`config.mk`:
```
export PLATFORM = sky130hd
export DESIGN_NAME = mac_data_frame_header_parser
export DESIGN_NICKNAME = d
export VERILOG_FILES = /design/src/design/mdfhp_pkg.sv /design/src/design/mdfhp_check.sv /design/src/design/mac_data_frame_header_parser.sv
export SDC_FILE = /design/constraint.sdc
export NUM_CORES = 1
export LEC_CHECK = 0
export ABC_CLOCK_PERIOD_IN_PS = 8500
export BUFFER_PORTS_ARGS = -buffer_cell sky130_fd_sc_hd__buf_2
export CAP_MARGIN = 40
export CORE_MARGIN = 3
export CORE_UTILIZATION = 55
export DETAILED_ROUTE_END_ITERATION = 12
export PLACE_DENSITY = 0.85
export SETUP_SLACK_MARGIN = 0.15
export SYNTH_ARGS = -nofsm -noshare
export SYNTH_HDL_FRONTEND = slang
export SYNTH_SLANG_ARGS = --single-unit
```
`constraint.sdc`:
```
create_clock -name clk -period 8.5 [get_ports clk]
set_clock_uncertainty 0.1 [all_clocks]
set_input_delay 1.7 -clock clk [delete_from_list [all_inputs] [get_ports clk]]
set_output_delay 1.7 -clock clk [all_outputs]
set_load 0.01 [all_outputs]
```
`src/design/mdfhp_pkg.sv`:
```
// ----------------------------------------------------------------------------
// MAC data frame header parser package
// Shared types, field codes and the header layout function used by the
// parser datapath and its frame check.
// ----------------------------------------------------------------------------
package mdfhp_pkg;

	// Frame limits (buffer indices, PHY length byte at index 0)
	localparam logic [7:0] MIN_PHY_LEN = 8'd5;
	localparam logic [7:0] MAX_PHY_LEN = 8'd127;
	localparam logic [7:0] FCS_LEN     = 8'd2;
	localparam logic [7:0] HDR_START   = 8'd4;
	localparam logic [7:0] COUNT_MAX   = 8'd255;

	// Frame control codes
	localparam logic [2:0] FRAME_TYPE_DATA = 3'd1;
	localparam logic [1:0] VERSION_MAX     = 2'd1;

	// Address mode codes
	localparam logic [1:0] ADDR_NONE     = 2'd0;
	localparam logic [1:0] ADDR_RESERVED = 2'd1;
	localparam logic [1:0] ADDR_SHORT    = 2'd2;
	localparam logic [1:0] ADDR_EXT      = 2'd3;

	// Positions are at most 24, so five bits cover every layout
	typedef struct packed {
		logic [1:0] dmode;
		logic [1:0] smode;
		logic       comp;
		logic [4:0] span_at;   // source PAN low byte
		logic [4:0] saddr_at;  // first source address byte
		logic [4:0] end_at;    // just past the source address
	} layout_t;

	// Captured header state of the buffer in flight
	typedef struct packed {
		logic [7:0]  byte_count;
		logic [7:0]  frame_length;
		logic [15:0] control_word;
		logic [15:0] dest_pan;
		logic [15:0] src_pan;
		logic [63:0] src_addr;
		logic [4:0]  header_end;
	} hdr_state_t;

	// One parse result
	typedef struct packed {
		logic        frame_ok;
		logic [15:0] src_pan_id;
		logic [1:0]  src_mode;
		logic [63:0] src_address;
		logic [6:0]  payload_offset;
		logic [6:0]  payload_len;
	} result_t;

	// Address field length in bytes; reserved mode counts as empty
	function automatic logic [4:0] mode_len(input logic [1:0] m);
		logic [4:0] len;
		case (m)
			ADDR_SHORT: len = 5'd2;
			ADDR_EXT:   len = 5'd8;
			default:    len = 5'd0;
		endcase
		return len;
	endfunction

	// Work out where the PAN and address fields sit for a frame control word
	function automatic layout_t layout_of(input logic [15:0] cw);
		layout_t    l;
		logic [4:0] pos;
		l.dmode = cw[11:10];
		l.smode = cw[15:14];
		l.comp  = cw[6];
		pos     = HDR_START[4:0];
		if (l.dmode != ADDR_NONE) begin
			pos = pos + 5'd2 + mode_len(l.dmode);
		end
		l.span_at = pos;
		if (!l.comp) begin
			pos = pos + 5'd2;
		end
		l.saddr_at = pos;
		l.end_at   = pos + mode_len(l.smode);
		return l;
	endfunction

endpackage

```
`src/design/mdfhp_check.sv`:
```
// ----------------------------------------------------------------------------
// MAC data frame header parser - frame check
// Judges a completed buffer from its captured header state and builds the
// result, zeroed when the frame is rejected.
// ----------------------------------------------------------------------------
module mdfhp_check
	import mdfhp_pkg::*;
(
	input  hdr_state_t hdr,
	output result_t    res
);

	layout_t    lay;
	logic       ok;
	logic [7:0] hdr_end;
	logic [7:0] pay_len;

	assign lay     = layout_of(hdr.control_word);
	assign hdr_end = {3'b000, hdr.header_end};
	// L + 1 - FCS - header end
	assign pay_len = hdr.frame_length + 8'd1 - FCS_LEN - hdr_end;

	// Acceptance rules
	always_comb begin
		ok = (hdr.frame_length >= MIN_PHY_LEN)
			&& (hdr.frame_length <= MAX_PHY_LEN)
			&& ({1'b0, hdr.byte_count} >= ({1'b0, hdr.frame_length} + 9'd1))
			&& (hdr.control_word[2:0] == FRAME_TYPE_DATA)
			&& !hdr.control_word[3]
			&& !hdr.control_word[8]
			&& (hdr.control_word[13:12] <= VERSION_MAX)
			&& (lay.dmode != ADDR_RESERVED)
			&& (lay.smode != ADDR_RESERVED)
			&& (lay.smode != ADDR_NONE)
			&& !(lay.comp && (lay.dmode == ADDR_NONE))
			&& (hdr_end <= (hdr.frame_length - 8'd1));
	end

	// Result fields, all zero on reject
	always_comb begin
		res = '0;
		if (ok) begin
			res.frame_ok       = 1'b1;
			res.src_pan_id     = lay.comp ? hdr.dest_pan : hdr.src_pan;
			res.src_mode       = lay.smode;
			res.src_address    = hdr.src_addr;
			res.payload_offset = hdr_end[6:0];
			res.payload_len    = pay_len[6:0];
		end
	end

endmodule

```
`src/design/mac_data_frame_header_parser.sv`:
```
// ----------------------------------------------------------------------------
// MAC data frame header parser - top level
// Byte-wide IEEE 802.15.4 data frame header decoder with one result per
// buffer.
// ----------------------------------------------------------------------------
// Takes one buffer byte per cycle while data_ready is high, starting with the
// PHY length byte, and gives exactly one result transaction on the byte marked
// last_byte. Each byte is held in an input register, during which the header
// capture and, on the last byte, the frame check run as short combinational
// logic into the result register; a byte can be accepted every cycle unless the
// input is stalled, and a result is offered once its last byte moves on from the input register.
// A held result stalls the input only once a further last byte reaches the
// input register. The parser returns to its cleared state after every last
// byte.
module mac_data_frame_header_parser
	import mdfhp_pkg::*;
(
	input  logic        clk,
	input  logic        arst_n,
	input  logic        data_valid,
	output logic        data_ready,
	input  logic [7:0]  data_byte,
	input  logic        last_byte,
	output logic        result_valid,
	input  logic        result_ready,
	output logic        frame_ok,
	output logic [15:0] src_pan_id,
	output logic [1:0]  src_mode,
	output logic [63:0] src_address,
	output logic [6:0]  payload_offset,
	output logic [6:0]  payload_len
);

	logic       valid_s1;
	logic [7:0] byte_s1;
	logic       last_s1;
	logic       advance;

	hdr_state_t hdr_q;
	hdr_state_t hdr_next;
	layout_t    lay;
	layout_t    lay_new;
	logic [7:0] idx;
	logic [7:0] span_at;
	logic [7:0] saddr_at;
	logic [7:0] end_at;
	logic [7:0] addr_off;

	result_t    res;
	result_t    res_q;
	logic       res_valid_q;

	// Handshake: the input stage moves on unless a result is blocked
	assign advance    = valid_s1 && (!last_s1 || !res_valid_q || result_ready);
	assign data_ready = !valid_s1 || advance;

	// Input register
	always_ff @(posedge clk or negedge arst_n) begin
		if (!arst_n) begin
			valid_s1 <= 1'b0;
		end else if (data_ready) begin
			valid_s1 <= data_valid;
		end
	end

	always_ff @(posedge clk) begin
		if (data_valid && data_ready) begin
			byte_s1 <= data_byte;
			last_s1 <= last_byte;
		end
	end

	// Field layout from the stored and the freshly completed control word
	assign idx      = hdr_q.byte_count;
	assign lay      = layout_of(hdr_q.control_word);
	assign lay_new  = layout_of({byte_s1, hdr_q.control_word[7:0]});
	assign span_at  = {3'b000, lay.span_at};
	assign saddr_at = {3'b000, lay.saddr_at};
	assign end_at   = {3'b000, lay.end_at};
	assign addr_off = idx - saddr_at;

	// Header capture for the byte in the input register
	always_comb begin
		hdr_next = hdr_q;
		if (idx == 8'd0) begin
			hdr_next.frame_length = byte_s1;
		end else if (idx == 8'd1) begin
			hdr_next.control_word[7:0] = byte_s1;
		end else if (idx == 8'd2) begin
			hdr_next.control_word[15:8] = byte_s1;
			hdr_next.header_end         = lay_new.end_at;
		end else if ((idx >= HDR_START) && (idx <= hdr_q.frame_length)) begin
			// destination PAN at indices 4 and 5
			if ((lay.dmode != ADDR_NONE) && (idx < (HDR_START + 8'd2))) begin
				if (idx[0]) hdr_next.dest_pan[15:8] = byte_s1;
				else        hdr_next.dest_pan[7:0]  = byte_s1;
			end
			// source PAN always starts at an even index
			if (!lay.comp && (idx >= span_at) && (idx < (span_at + 8'd2))) begin
				if (idx[0]) hdr_next.src_pan[15:8] = byte_s1;
				else        hdr_next.src_pan[7:0]  = byte_s1;
			end
			// source address, wire byte order
			if ((idx >= saddr_at) && (idx < end_at)) begin
				for (int b = 0; b < 8; b++) begin
					if (addr_off[2:0] == b[2:0]) begin
						hdr_next.src_addr[8*b +: 8] = byte_s1;
					end
				end
			end
		end
		if (hdr_q.byte_count != COUNT_MAX) begin
			hdr_next.byte_count = hdr_q.byte_count + 8'd1;
		end
	end

	// Header state, cleared after every last byte
	always_ff @(posedge clk or negedge arst_n) begin
		if (!arst_n) begin
			hdr_q <= '0;
		end else if (advance) begin
			hdr_q <= last_s1 ? '0 : hdr_next;
		end
	end

	mdfhp_check u_check (
		.hdr (hdr_next),
		.res (res)
	);

	// Result register
	always_ff @(posedge clk or negedge arst_n) begin
		if (!arst_n) begin
			res_valid_q <= 1'b0;
		end else if (advance && last_s1) begin
			res_valid_q <= 1'b1;
		end else if (result_ready) begin
			res_valid_q <= 1'b0;
		end
	end

	always_ff @(posedge clk) begin
		if (advance && last_s1) begin
			res_q <= res;
		end
	end

	assign result_valid   = res_valid_q;
	assign frame_ok       = res_q.frame_ok;
	assign src_pan_id     = res_q.src_pan_id;
	assign src_mode       = res_q.src_mode;
	assign src_address    = res_q.src_address;
	assign payload_offset = res_q.payload_offset;
	assign payload_len    = res_q.payload_len;

endmodule

```
Yosys cells after proc, flatten, opt, wreduce, memory -nomap -nowiden
Cells that the tools add are included.
Widths: inputs -> output; s select.
- bits in registers: 237
- output and inout bits: 99
- word-level logic and storage cells: 142
- input port bits: 13
- magnitude comparators: 12
- $add $sub $neg: 14
- muxes and demuxes: 40
- equal/unequal tests: 21
- reduce and logical (&&, ||, !) cells: 37
- operators by type and width (cell ; number):
    $mux 96 ; 2
    $mux 8 ; 17
    $mux 133 ; 1
    $mux 117 ; 1
    $mux 101 ; 1
    $mux 97 ; 1
    $mux 64 ; 1
    $mux 16 ; 3
    $mux 5 ; 7
    $pmux 4 s2 ; 4
    $logic_and 1x1->1 ; 20
    $eq 2x2->1 const B ; 8
    $ge 8x3->1 const B ; 2
    $ge 8x5->1 ; 2
    $eq 3x3->1 const B ; 4
    $add 3x5->5 const A ; 2
    $add 5x2->5 const B ; 2
    $add 8x1->9 const B ; 1
    $ge 8x9->1 ; 1
    $add 8x1->8 const B ; 1
    $eq 8x1->1 const B ; 1
    $eq 8x2->1 const B ; 1
    $le 5x8->1 ; 1
    $le 8x7->1 const B ; 1
    24 further kinds ; 39

Logic depth before layout (Yosys ltp)
Gate-level depths: netlist of the first run.
- word-level depth: 26
- mapped depth: 20
- gate-level depth less buffers: 16

Modules after synthesis
A second synthesis of the first run with hierarchy kept.
- cells, all modules: 1390
- area total of the unflattened synthesis: 14447.6 µm²
- by module, submodules not included (module ; instances ; area each (µm²) ; cells each ; seq. area each (µm²)):
    mac_data_frame_header_parser ; 1 ; 12774.8 ; 1156 ; 6561.3
    mdfhp_check ; 1 ; 1672.9 ; 234 ; 0.0

Least setup slack after synthesis of the first run
Ideal clock, no wire load.
- kind: input to register
- start point: input port result_ready
- end point: register res_valid_q (netlist: result_valid)
- setup slack: 1655 ps
- setup time: 90 ps
- path buffers: 1
- arrival: 6655 ps
- data required time: 8310 ps
- cell stages on the path: 6
- cells stage by stage: nor2b_1 nand2_1 nand2_1 clkbuf_1 nor2_1 or2_2
- longest elaborated chain between the ends: 4
- elaborated cells on any way between the ends: 5
- classes of those cells: mux: 1; reduce/logical: 4
- ends and longest elaborated chain (element ; RTL line ; text):
    start: declaration ; mac_data_frame_header_parser.sv:25 ; input logic result_ready,
    $logic_or 1x1->1 ; mac_data_frame_header_parser.sv:54 ; assign advance = valid_s1 && (!last_s1 || !res_valid_q || result_ready);
    $logic_and 1x1->1 ; mac_data_frame_header_parser.sv:54 ;
    $logic_and 1x1->1 ; mac_data_frame_header_parser.sv:135 ; end else if (advance && last_s1) begin
    $mux 1 or $reduce_bool 2->1 (tied branches) ; -- ;
    end signal: assignment ; mac_data_frame_header_parser.sv:134 ; res_valid_q <= 1'b0;
    end signal: assignment ; mac_data_frame_header_parser.sv:136 ; res_valid_q <= 1'b1;
    end signal: assignment ; mac_data_frame_header_parser.sv:138 ; res_valid_q <= 1'b0;
    end: declaration ; mac_data_frame_header_parser.sv:51 ; logic res_valid_q;
Several ways; a longest one is shown, not always the timed one.
A chain may end at the register's enable or synchronous reset.

Worst setup path in the final report of the first run
- start point: register hdr_q, in the netlist idx[4]
- end point: register res_q, in the netlist src_pan_id[13], data pin
- longest elaborated chain between the ends: 14
- elaborated cells on any way between the ends: 54
- classes of those cells: add/sub: 3; order compare: 10; eq/ne: 6; mux: 13; reduce/logical: 22
- ends and longest elaborated chain (element ; RTL line ; text):
    start: declaration ; mac_data_frame_header_parser.sv:39 ; hdr_state_t hdr_q;
    start signal: assignment ; mac_data_frame_header_parser.sv:122 ; hdr_q <= last_s1 ? '0 : hdr_next;
    $logic_not 8->1 ; mac_data_frame_header_parser.sv:85 ; if (idx == 8'd0) begin
    $mux 8 ; mac_data_frame_header_parser.sv:85 ;
    $add 8x1->9 (tied with other cells) ; mdfhp_check.sv:27 ; && ({1'b0, hdr.byte_count} >= ({1'b0, hdr.frame_length} + 9'd1))
    $ge 8x9->1 or $logic_and 1x1->1 (tied branches) ; mdfhp_check.sv:27, mdfhp_check.sv:26 ;
    $logic_and 1x1->1 ; mdfhp_check.sv:27 ;
    $logic_and 1x1->1 ; mdfhp_check.sv:28 ; && (hdr.control_word[2:0] == FRAME_TYPE_DATA)
    $logic_and 1x1->1 ; mdfhp_check.sv:29 ; && !hdr.control_word[3]
    $logic_and 1x1->1 ; mdfhp_check.sv:30 ; && !hdr.control_word[8]
    $logic_and 1x1->1 ; mdfhp_check.sv:31 ; && (hdr.control_word[13:12] <= VERSION_MAX)
    $logic_and 1x1->1 ; mdfhp_check.sv:32 ; && (lay.dmode != ADDR_RESERVED)
    $logic_and 1x1->1 ; mdfhp_check.sv:33 ; && (lay.smode != ADDR_RESERVED)
    $logic_and 1x1->1 ; mdfhp_check.sv:34 ; && (lay.smode != ADDR_NONE)
    $logic_and 1x1->1 ; mdfhp_check.sv:35 ; && !(lay.comp && (lay.dmode == ADDR_NONE))
    $logic_and 1x1->1 ; mdfhp_check.sv:36 ; && (hdr_end <= (hdr.frame_length - 8'd1));
    end signal: assignment ; mac_data_frame_header_parser.sv:144 ; res_q <= res;
    end: declaration ; mac_data_frame_header_parser.sv:50 ; result_t res_q;
Several ways; a longest one is shown, not always the timed one. The select of a mux whose other input is x is not followed.

==> flow_summary.ini, run 1 <==
[die]
die_y_um = 153
start_util_pct = 56.2
rows = 53
die_area_sq_mm = 0.0234
core_sq_mm = 0.0212
pin_count = 112
die_w_um = 153

[logic_synthesis]
ys_seq_elements = 234
yosysMostFrequentCell = nor2_1
postSynthAreaPerCell_sq_um = 11.2
yosysSeqAreaShare_pct = 53.7
synthTopCellsByCount = 133 x nor2_1, 130 x dfrtp_1, 104 x edfxtp_1
mappedNetlistArea_sq_mm = 0.0119
yosys_warnings = 0
synth.distinct_cells = 60
synth_top_area_share_pct = 27.4
synth.area.top_cells = dfrtp_1 27%, edfxtp_1 26%, mux2i_1 6.7%
synth-main-ff-cell = dfrtp_1
synth_largest_area_cell = dfrtp_1
synthArstFlopShare_pct = 55.6
syn_inst = 1061
synth_edf_count = 104

[timing]
final-setup-viol-count = 0
rsz0062_at_grt = false
slew_headroom_pct = 37.4
maxSlewViolCount = 0
tightestPinTransition_ns = 0.939
tns_ns = 0
fmax_mhz = 192
period_needed_ns = 5.20
period_share_pct = 61.2
hold_viol = 0

[detailed_routing]
first_pass_iters = 5
vias_per_cell = 6.35
wl_mm = 31.8
vias = 9154
drc = 0
ant_nets = 0
drt_iter0_drc = 1197
routedWlPerCell_um = 22.0

[critical_path]
regToRegEndpoint = src_pan_id[13]$_SDFFCE_PN0P_
worstReg2RegStart = idx[4]$_DFFE_PN0P_
crit_required_ns = 8.65
crit_fanout = 78
crit_path_start_kind = flip-flop
ff2ff_setup_slack_ns = 3.30
timing.setup.critical_path_class = flip-flop to flip-flop
cp-end-kind = flip-flop
cp_cell_sequence = nor4_4 > and3_1 > mux2i_1 > inv_1 > nand2_1 > nor3_1 > nand2b_1 > ha_1 > a2111oi_0 > o21ai_0 > nand4_1 > a41o_2 > buf_4 > buf_16 > nor3_1
path_delay_family = simple AND/OR/NAND/NOR gates
cpMaxStageDelayCell = and3_1
cp-startpoint = idx[4]$_DFFE_PN0P_
cpMostUsedCell = nor3_1
rr_worst_depth = 15
max_stage_delay_ns = 0.65
arrival_ns = 5.35
worst-path-buf-inv = 3

[final_layout]
drive_gt1_share_pct = 15.3
area_growth_pct = 13.2
n_antenna_cell = 0
nets = 1225
fin_cells = 1442

[clock_network]
postCtsHoldBufs = 0
clockBufferDepth = 3
insertion_delay_ns = 0.52
root_buffer = clkbuf_16
post-cts-setup-buffers = 0
tritoncts = built
clkTransAtPathRegs_ns = 0.06
numClockSinks = 234
cts_max_level = 1
ctsResizeCount = 0
cts_buffers = 24

[place]
io_buffers = 109
dp.cells = 1398
dp_hpwl_mm = 21.2
gp_congestion = 0.925

[hold_path]
holdPathEnd = hdr_q[4]$_DFFE_PN0P_
min_from = hdr_q[4]$_DFFE_PN0P_
hold_path_depth = 2
min_path_type = flip-flop to flip-flop

[global_routing]
grt_pass1_wl_mm = 50.2
grt_pass1_vias = 8936
overflow = 0
grt.total_usage_pct = 26.6
grt_max_degree = 79
antenna_found_initial = 0

[power]
leakage_nw = 6.21
irDropWorstVdd_mv = 0.122
power.density_mw_per_mm2 = 217

[flow_run]
drv_cap = 0

[run_status]
status = finished clean
where the power goes:
group	internal, mW	switching (mW)
clock network	0.603	0.441
logic	0.222	0.384
registers	1.23	0.0424
sequential cells by signal, summed over array words and instances, names as in the netlist:
signal / cells
idx: 8
payload_offset: 5
result_valid: 1
src_address: 64
src_mode: 2
frame_ok: 1
hdr_q: 120
src_pan_id: 16
valid_s1: 1
payload_len: 7
last_s1: 1
byte_s1: 8
stage by stage:
| step | setup slack, ns | hold slack (ns) | util (%) | total power, mW | cell area, sq um |
|---|---|---|---|---|---|
| after floorplan | 1.66 | 0.350 | - | 1.71 | 11900 |
| after global placement | 3.49 | 0.362 | 59.4 | 1.86 | 12600 |
| after detailed placement | 3.38 | 0.371 | 59.9 | 1.88 | 12700 |
| after CTS | 3.37 | 0.384 | 63.6 | 2.92 | 13500 |
| after global routing | 3.01 | 0.400 | 63.6 | 3.05 | 13500 |
| final | 3.30 | 0.384 | 63.6 | 2.92 | 13500 |
kinds of logic (layout without fill, tap and decap cells):
family / count (synthesis) / after routing / synth area share, %
xor gates and xnor gates: 26 / 26 / 1.92
muxes: 82 / 82 / 6.94
adders and majority gates: 63 / 63 / 6.63
and+or+nand+nor: 318 / 318 / 12.7
buffers and inverters: 107 / 212 / 3.95
other: 1 / 2 / 0.0316
AOI/OAI and AO/OA: 230 / 230 / 14.2
DFF: 234 / 234 / 53.7
placed cells by master, fill, tap and decap left out, types with 6 or more instances in the layout:
cell	count
a22o_1	38
edfxtp_1	104
dfrtp_1	130
a21oi_1	13
nor2b_1	17
o21a_1	7
a22oi_1	7
nand4_1	15
buf_2	108
o22ai_1	25
xor2_1	6
mux2i_1	79
clkbuf_1	6
clkbuf_16	25
inv_1	39
nor2_1	132
ha_1	63
o21ai_0	46
nand2_1	71
xnor2_1	20
nand3_1	14
and3_1	7
o2bb2ai_1	49
and2_1	8
buf_4	13
a21o_1	14
nor3_1	22
clkinv_2	6
worst reg2reg max path: stages, from the launching register on:
cell       delay, ns
dfrtp_1         0.56
nor4_4          0.57
and3_1          0.65
mux2i_1         0.46
inv_1           0.17
nand2_1         0.16
nor3_1          0.09
nand2b_1        0.19
ha_1            0.29
a2111oi_0       0.47
o21ai_0         0.21
nand4_1         0.12
a41o_2          0.14
buf_4           0.27
buf_16          0.33
nor3_1          0.14
final cells by class:
cell class,instances,area [sq um]
Clock buffer,31,648
Clock inverter,13,130
Fill cell,1529,7700
Inverter,42,158
Multi-Input combinational cell,721,5050
Sequential cell,234,6380
Tap cell,275,344
Timing Repair Buffer,126,748
layer usage:
layer	vias up	routed length, um	GRT usage, %
met5	-	0	0
met3	102	2810	4.39
met4	0	1300	10.4
met2	526	15200	43.8
met1	4462	12500	35.6
li1	4064	-	-
worst max path at each step:
| stage | end | slack, ns | depth (start not counted) |
|---|---|---|---|
| 3_5_place_dp | src_pan_id[4]$_SDFFCE_PN0P_ | 3.38 | 15 |
| 3_3_place_gp | src_pan_id[8]$_SDFFCE_PN0P_ | 3.49 | 14 |
| 2_1_floorplan | result_valid$_DFFE_PN0P_ | 1.66 | 6 |
| 4_1_cts | src_pan_id[4]$_SDFFCE_PN0P_ | 3.37 | 15 |
| 6_report | src_pan_id[13]$_SDFFCE_PN0P_ | 3.30 | 15 |
| 5_1_grt | src_pan_id[4]$_SDFFCE_PN0P_ | 3.01 | 16 |
(Power assumes the default switching activity.)
==> run 2, diff against run 1 <==
Settings changed: ABC_CLOCK_PERIOD_IN_PS 8500 to 5000.
Clock period 8.5 ns to 5 ns, I/O delays scaled along.
==> flow_summary.ini, run 2 (synthesis gave the netlist of run 1 again) <==
[timing]
fmax_mhz = 218
rsz0062_at_grt = false
tns_ns = 0
holdWs_ns = 0.283
hold_viol = 0
maxSlewViolCount = 0
final-setup-viol-count = 0
slew_headroom_pct = 34.4
tightestPinTransition_ns = 0.971
period_share_pct = 91.7
period_needed_ns = 4.58
timing.final.ws_setup_ns = 0.416

[final_layout]
n_antenna_cell = 0
nets = 1246
largest_register_ffs = 120
largest_register = hdr_q
final_cell_mix = 132 x nor2_1, 130 x dfrtp_1, 108 x buf_2
drive_gt1_share_pct = 17.0
stdcell_area_sq_mm = 0.0136
mostFrequentLayoutCell = nor2_1
area_growth_pct = 14.1

[clock_network]
ctsResizeCount = 0
clockBufferDepth = 3
post-cts-setup-buffers = 0
postCtsHoldBufs = 0
cts_max_level = 1
cts_buffers = 23
clkTransAtPathRegs_ns = 0.07
insertion_delay_ns = 0.52
root_buffer = clkbuf_16
numClockSinks = 234
tritoncts = built

[critical_path]
crit_required_ns = 5.22
cp_cell_sequence = nor4_4 > and3_2 > mux2i_1 > inv_1 > nand2_1 > nor3_1 > xor2_1 > ha_1 > o21a_1 > nor2_1 > a2111oi_2 > nand4_1 > a41o_2 > buf_12 > nor3_1
worst-path-buf-inv = 2
arrival_ns = 4.80
crit_path_start_kind = flip-flop
timing.setup.critical_path_class = flip-flop to flip-flop
path_delay_family = simple AND/OR/NAND/NOR gates
ff2ff_setup_slack_ns = 0.42
cpMaxStageDelayCell = dfrtp_1
crit_fanout = 58
cp-end-kind = flip-flop
max_stage_delay_ns = 0.56
cpMostUsedCell = nor3_1

[global_routing]
grt_max_degree = 59
grt_pass1_wl_mm = 50.9
grt.total_usage_pct = 27.0
overflow = 0
grt_pass1_vias = 9103
antenna_found_initial = 0

[die]
pin_count = 112
die_area_sq_mm = 0.0234
rows = 53
die_w_um = 153
start_util_pct = 56.2
core_sq_mm = 0.0212
die_y_um = 153

[flow_run]
drv_cap = 0

[place]
gp_congestion = 0.935
place_ws_ns = 0.496
io_buffers = 109
dp_hpwl_mm = 22.1
place_area_sq_mm = 0.0128

[detailed_routing]
first_pass_iters = 5
drt_iter0_drc = 1125
vias = 9304
routedWlPerCell_um = 22.0
vias_per_cell = 6.37
ant_nets = 0
drc = 0
wl_mm = 32.2

[power]
internal_power_mw = 3.44
p_comb_share_pct = 21.8
power.density_mw_per_mm2 = 362
switching_share_pct = 29.9
power_frac_seq_pct = 44.0
clkPwrFrac_pct = 34.1
irDropWorstVdd_mv = 0.217
leakage_nw = 6.29
p_sw_mw = 1.47

[hold_path]
min_path_type = input port to async pin

[run_status]
status = finished clean
==> run 2: per-layer routing <==
metal  vias up  part of all wire (%)  global-route usage [%]  routed length [um]
li1       4106                     -                       -                   -
met1      4570                    40                    37.4               12800
met2       538                    48                    44.8               15300
met3        90                   9.5                    3.65                3050
met4         0                   3.2                    8.53                1030
met5         -                     0                       0                   0
==> run 2: final timing paths <==
kind                                        from                     endpoint  depth (start not counted)
min reg2reg                hdr_q[92]$_DFFE_PN0P_        hdr_q[92]$_DFFE_PN0P_                          2
min in group clk           hdr_q[92]$_DFFE_PN0P_        hdr_q[92]$_DFFE_PN0P_                          2
max in group asynchronous                 arst_n        hdr_q[83]$_DFFE_PN0P_                          2
max reg2reg                   idx[4]$_DFFE_PN0P_  src_pan_id[6]$_SDFFCE_PN0P_                         15
max                           idx[4]$_DFFE_PN0P_  src_pan_id[6]$_SDFFCE_PN0P_                         15
min                                       arst_n        hdr_q[24]$_DFFE_PN0P_                          1
==> run 2: power by group through the flow <==
stage	Combinational [mW]	Clock (mW)	Sequential [mW]
after floorplan	0.712	0	2.19
after global placement	1.01	0	2.19
after detailed placement	1.04	0	2.19
after CTS	1.05	1.68	2.16
after global routing	1.17	1.76	2.17
final	1.07	1.68	2.16
==> run 2: area by class of cell <==
cell class                      instances  area [sq um]
Tap cell                              275           344
Inverter                               42           158
Clock inverter                         11          93.8
Multi-Input combinational cell        721          5050
Fill cell                            1543          7590
Clock buffer                           30           632
Sequential cell                       234          6380
Timing Repair Buffer                  148           906
==> run 2: per-stage QoR <==
| stage | util (%) | power (mW) | std cells |
|---|---|---|---|
| 3_5_place_dp | 60.7 | 3.23 | 1420 |
| 3_3_place_gp | 60.5 | 3.20 | 1418 |
| 5_1_grt | 64.1 | 5.10 | 1461 |
| 2_1_floorplan | - | 2.91 | 1062 |
| 6_report | 64.1 | 4.91 | 1461 |
| 4_1_cts | 64.1 | 4.89 | 1461 |
==> run 3, diff against run 2 <==
Settings changed: RECOVER_POWER set to 50.
==> flow_summary.ini, run 3 (synthesis gave the netlist of run 1 again) <==
[run_status]
status = finished, violations left
violations = max-capacitance violations, max-slew violations

[clock_network]
clkTransAtPathRegs_ns = 0.07
root_buffer = clkbuf_16
cts_max_level = 1
numClockSinks = 234
clockBufferDepth = 3
postCtsHoldBufs = 0
post-cts-setup-buffers = 0
cts_buffers = 23
insertion_delay_ns = 0.52
tritoncts = built

[global_routing]
grt.total_usage_pct = 27.0
grt_pass1_wl_mm = 50.9
grt_use_met2_pct = 44.8
antenna_found_initial = 0
met3_usage_pct = 3.65
grt_busiest_layer = met2
grt_max_degree = 59
grt.met1_usage_pct = 37.4
grt_pass1_vias = 9103
overflow = 0

[critical_path]
cp-end-kind = flip-flop
regToRegEndpoint = src_pan_id[6]$_SDFFCE_PN0P_
worst-path-buf-inv = 2
crit_fanout = 58
cpMaxStageDelayCell = dfrtp_1
crit_required_ns = 5.22
cp-startpoint = idx[4]$_DFFE_PN0P_
cpMostUsedCell = nor3_1
cp.depth = 15
rr_worst_depth = 15
path_delay_family = simple AND/OR/NAND/NOR gates
ff2ff_setup_slack_ns = 0.46
cp_cell_sequence = nor4_4 > and3_2 > mux2i_1 > inv_1 > nand2_1 > nor3_1 > xor2_1 > ha_1 > o21a_1 > nor2_1 > a2111oi_2 > nand4_1 > a41o_2 > buf_12 > nor3_1
arrival_ns = 4.75
worstReg2RegStart = idx[4]$_DFFE_PN0P_
setup.worst_path.end = src_pan_id[6]$_SDFFCE_PN0P_
max_stage_delay_ns = 0.56
timing.setup.critical_path_class = flip-flop to flip-flop
crit_path_start_kind = flip-flop

[die]
start_util_pct = 56.2
die_area_sq_mm = 0.0234
die_w_um = 153
die_y_um = 153
core_sq_mm = 0.0212
rows = 53
pin_count = 112

[hold_path]
min_from = hdr_q[88]$_DFFE_PN0P_
min_path_type = flip-flop to flip-flop
hold_path_depth = 2

[final_layout]
largest_register_ffs = 120
final_util_pct = 63.2
nets = 1246
drive_gt1_share_pct = 8.18
largest_register = hdr_q
area_growth_pct = 12.5
mostFrequentLayoutCell = nor2_1
n_antenna_cell = 0
fin_cells = 1461
final_cell_mix = 133 x nor2_1, 130 x dfrtp_1, 108 x clkbuf_1

[timing]
hold_viol = 0
rsz0062_at_grt = false
maxSlewViolCount = 113
period_share_pct = 90.7
fmax_mhz = 220
slew_headroom_pct = -86.4
tightestPinTransition_ns = 2.80
period_needed_ns = 4.54
final-setup-viol-count = 0
tns_ns = 0

[place]
gp_congestion = 0.935
dp.cells = 1420
io_buffers = 109
dp_hpwl_mm = 22.1

[power]
irDropWorstVdd_mv = 0.215
power_mw = 4.89
power.density_mw_per_mm2 = 366
leakage_nw = 5.96

[detailed_routing]
wl_mm = 32.1
routedWlPerCell_um = 22.0
first_pass_iters = 5
drc = 0
vias = 9141
drt_iter0_drc = 1037
ant_nets = 0
vias_per_cell = 6.26

[flow_run]
drv_cap = 3
==> run 3: routing by layer <==
| metal | routed length [um] | up-vias |
|---|---|---|
| met1 | 12700 | 4443 |
| met3 | 2980 | 93 |
| met2 | 15300 | 508 |
| met5 | 0 | - |
| met4 | 1040 | 0 |
| li1 | - | 4097 |
==> run 3: power breakdown <==
| part | internal, mW | switching (mW) | total [mW] | leakage, nW |
|---|---|---|---|---|
| clock network | 0.948 | 0.727 | 1.67 | 0.366 |
| registers | 2.09 | 0.0689 | 2.16 | 2.81 |
| logic | 0.388 | 0.665 | 1.05 | 2.79 |
| total | 3.43 | 1.46 | 4.89 | 5.96 |
==> run 3: stage by stage <==
stage / instance area (sq um) / hold slack [ns] / setup slack [ns]
3_3_place_gp: 12800 / 0.363 / 0.705
5_1_grt: 13400 / 0.400 / 0.165
4_1_cts: 13600 / 0.278 / 0.427
6_report: 13400 / 0.387 / 0.464
2_1_floorplan: 11900 / 0.350 / 0.483
3_5_place_dp: 12800 / 0.372 / 0.496
==> run 3: worst reg2reg max path, stage by stage (launching register included) <==
cell and delay [ns]:
dfrtp_1 0.56, nor4_4 0.55, and3_2 0.41, mux2i_1 0.43, inv_1 0.16, nand2_1 0.16, nor3_1 0.09, xor2_1 0.20
ha_1 0.30, o21a_1 0.10, nor2_1 0.05, a2111oi_2 0.32, nand4_1 0.12, a41o_2 0.29, buf_12 0.20, nor3_1 0.29
==> run 3: layout make-up <==
class | count | area, sq um
clock buffers | 30 | 632
clock inverters | 11 | 93.8
fillers | 1618 | 7790
inverters | 42 | 158
multi-input cells | 721 | 5040
flip-flops and latches | 234 | 6380
well taps | 275 | 344
repair buffers | 148 | 721
==> run 3: worst min path at each step <==
stage	endpoint	slack [ns]
CTS	hdr_q[24]$_DFFE_PN0P_	0.28
detailed placement	hdr_q[88]$_DFFE_PN0P_	0.37
global placement	hdr_q[85]$_DFFE_PN0P_	0.36
finish	hdr_q[88]$_DFFE_PN0P_	0.39
global route	hdr_q[90]$_DFFE_PN0P_	0.40
floorplan	hdr_q[2]$_DFFE_PN0P_	0.35
==> run 3: timing repair <==
action / in CTS / in global routing
setup endpoints to repair: 0 / 5
resized for setup: 0 / 1
hold endpoints to repair: 0 / 0
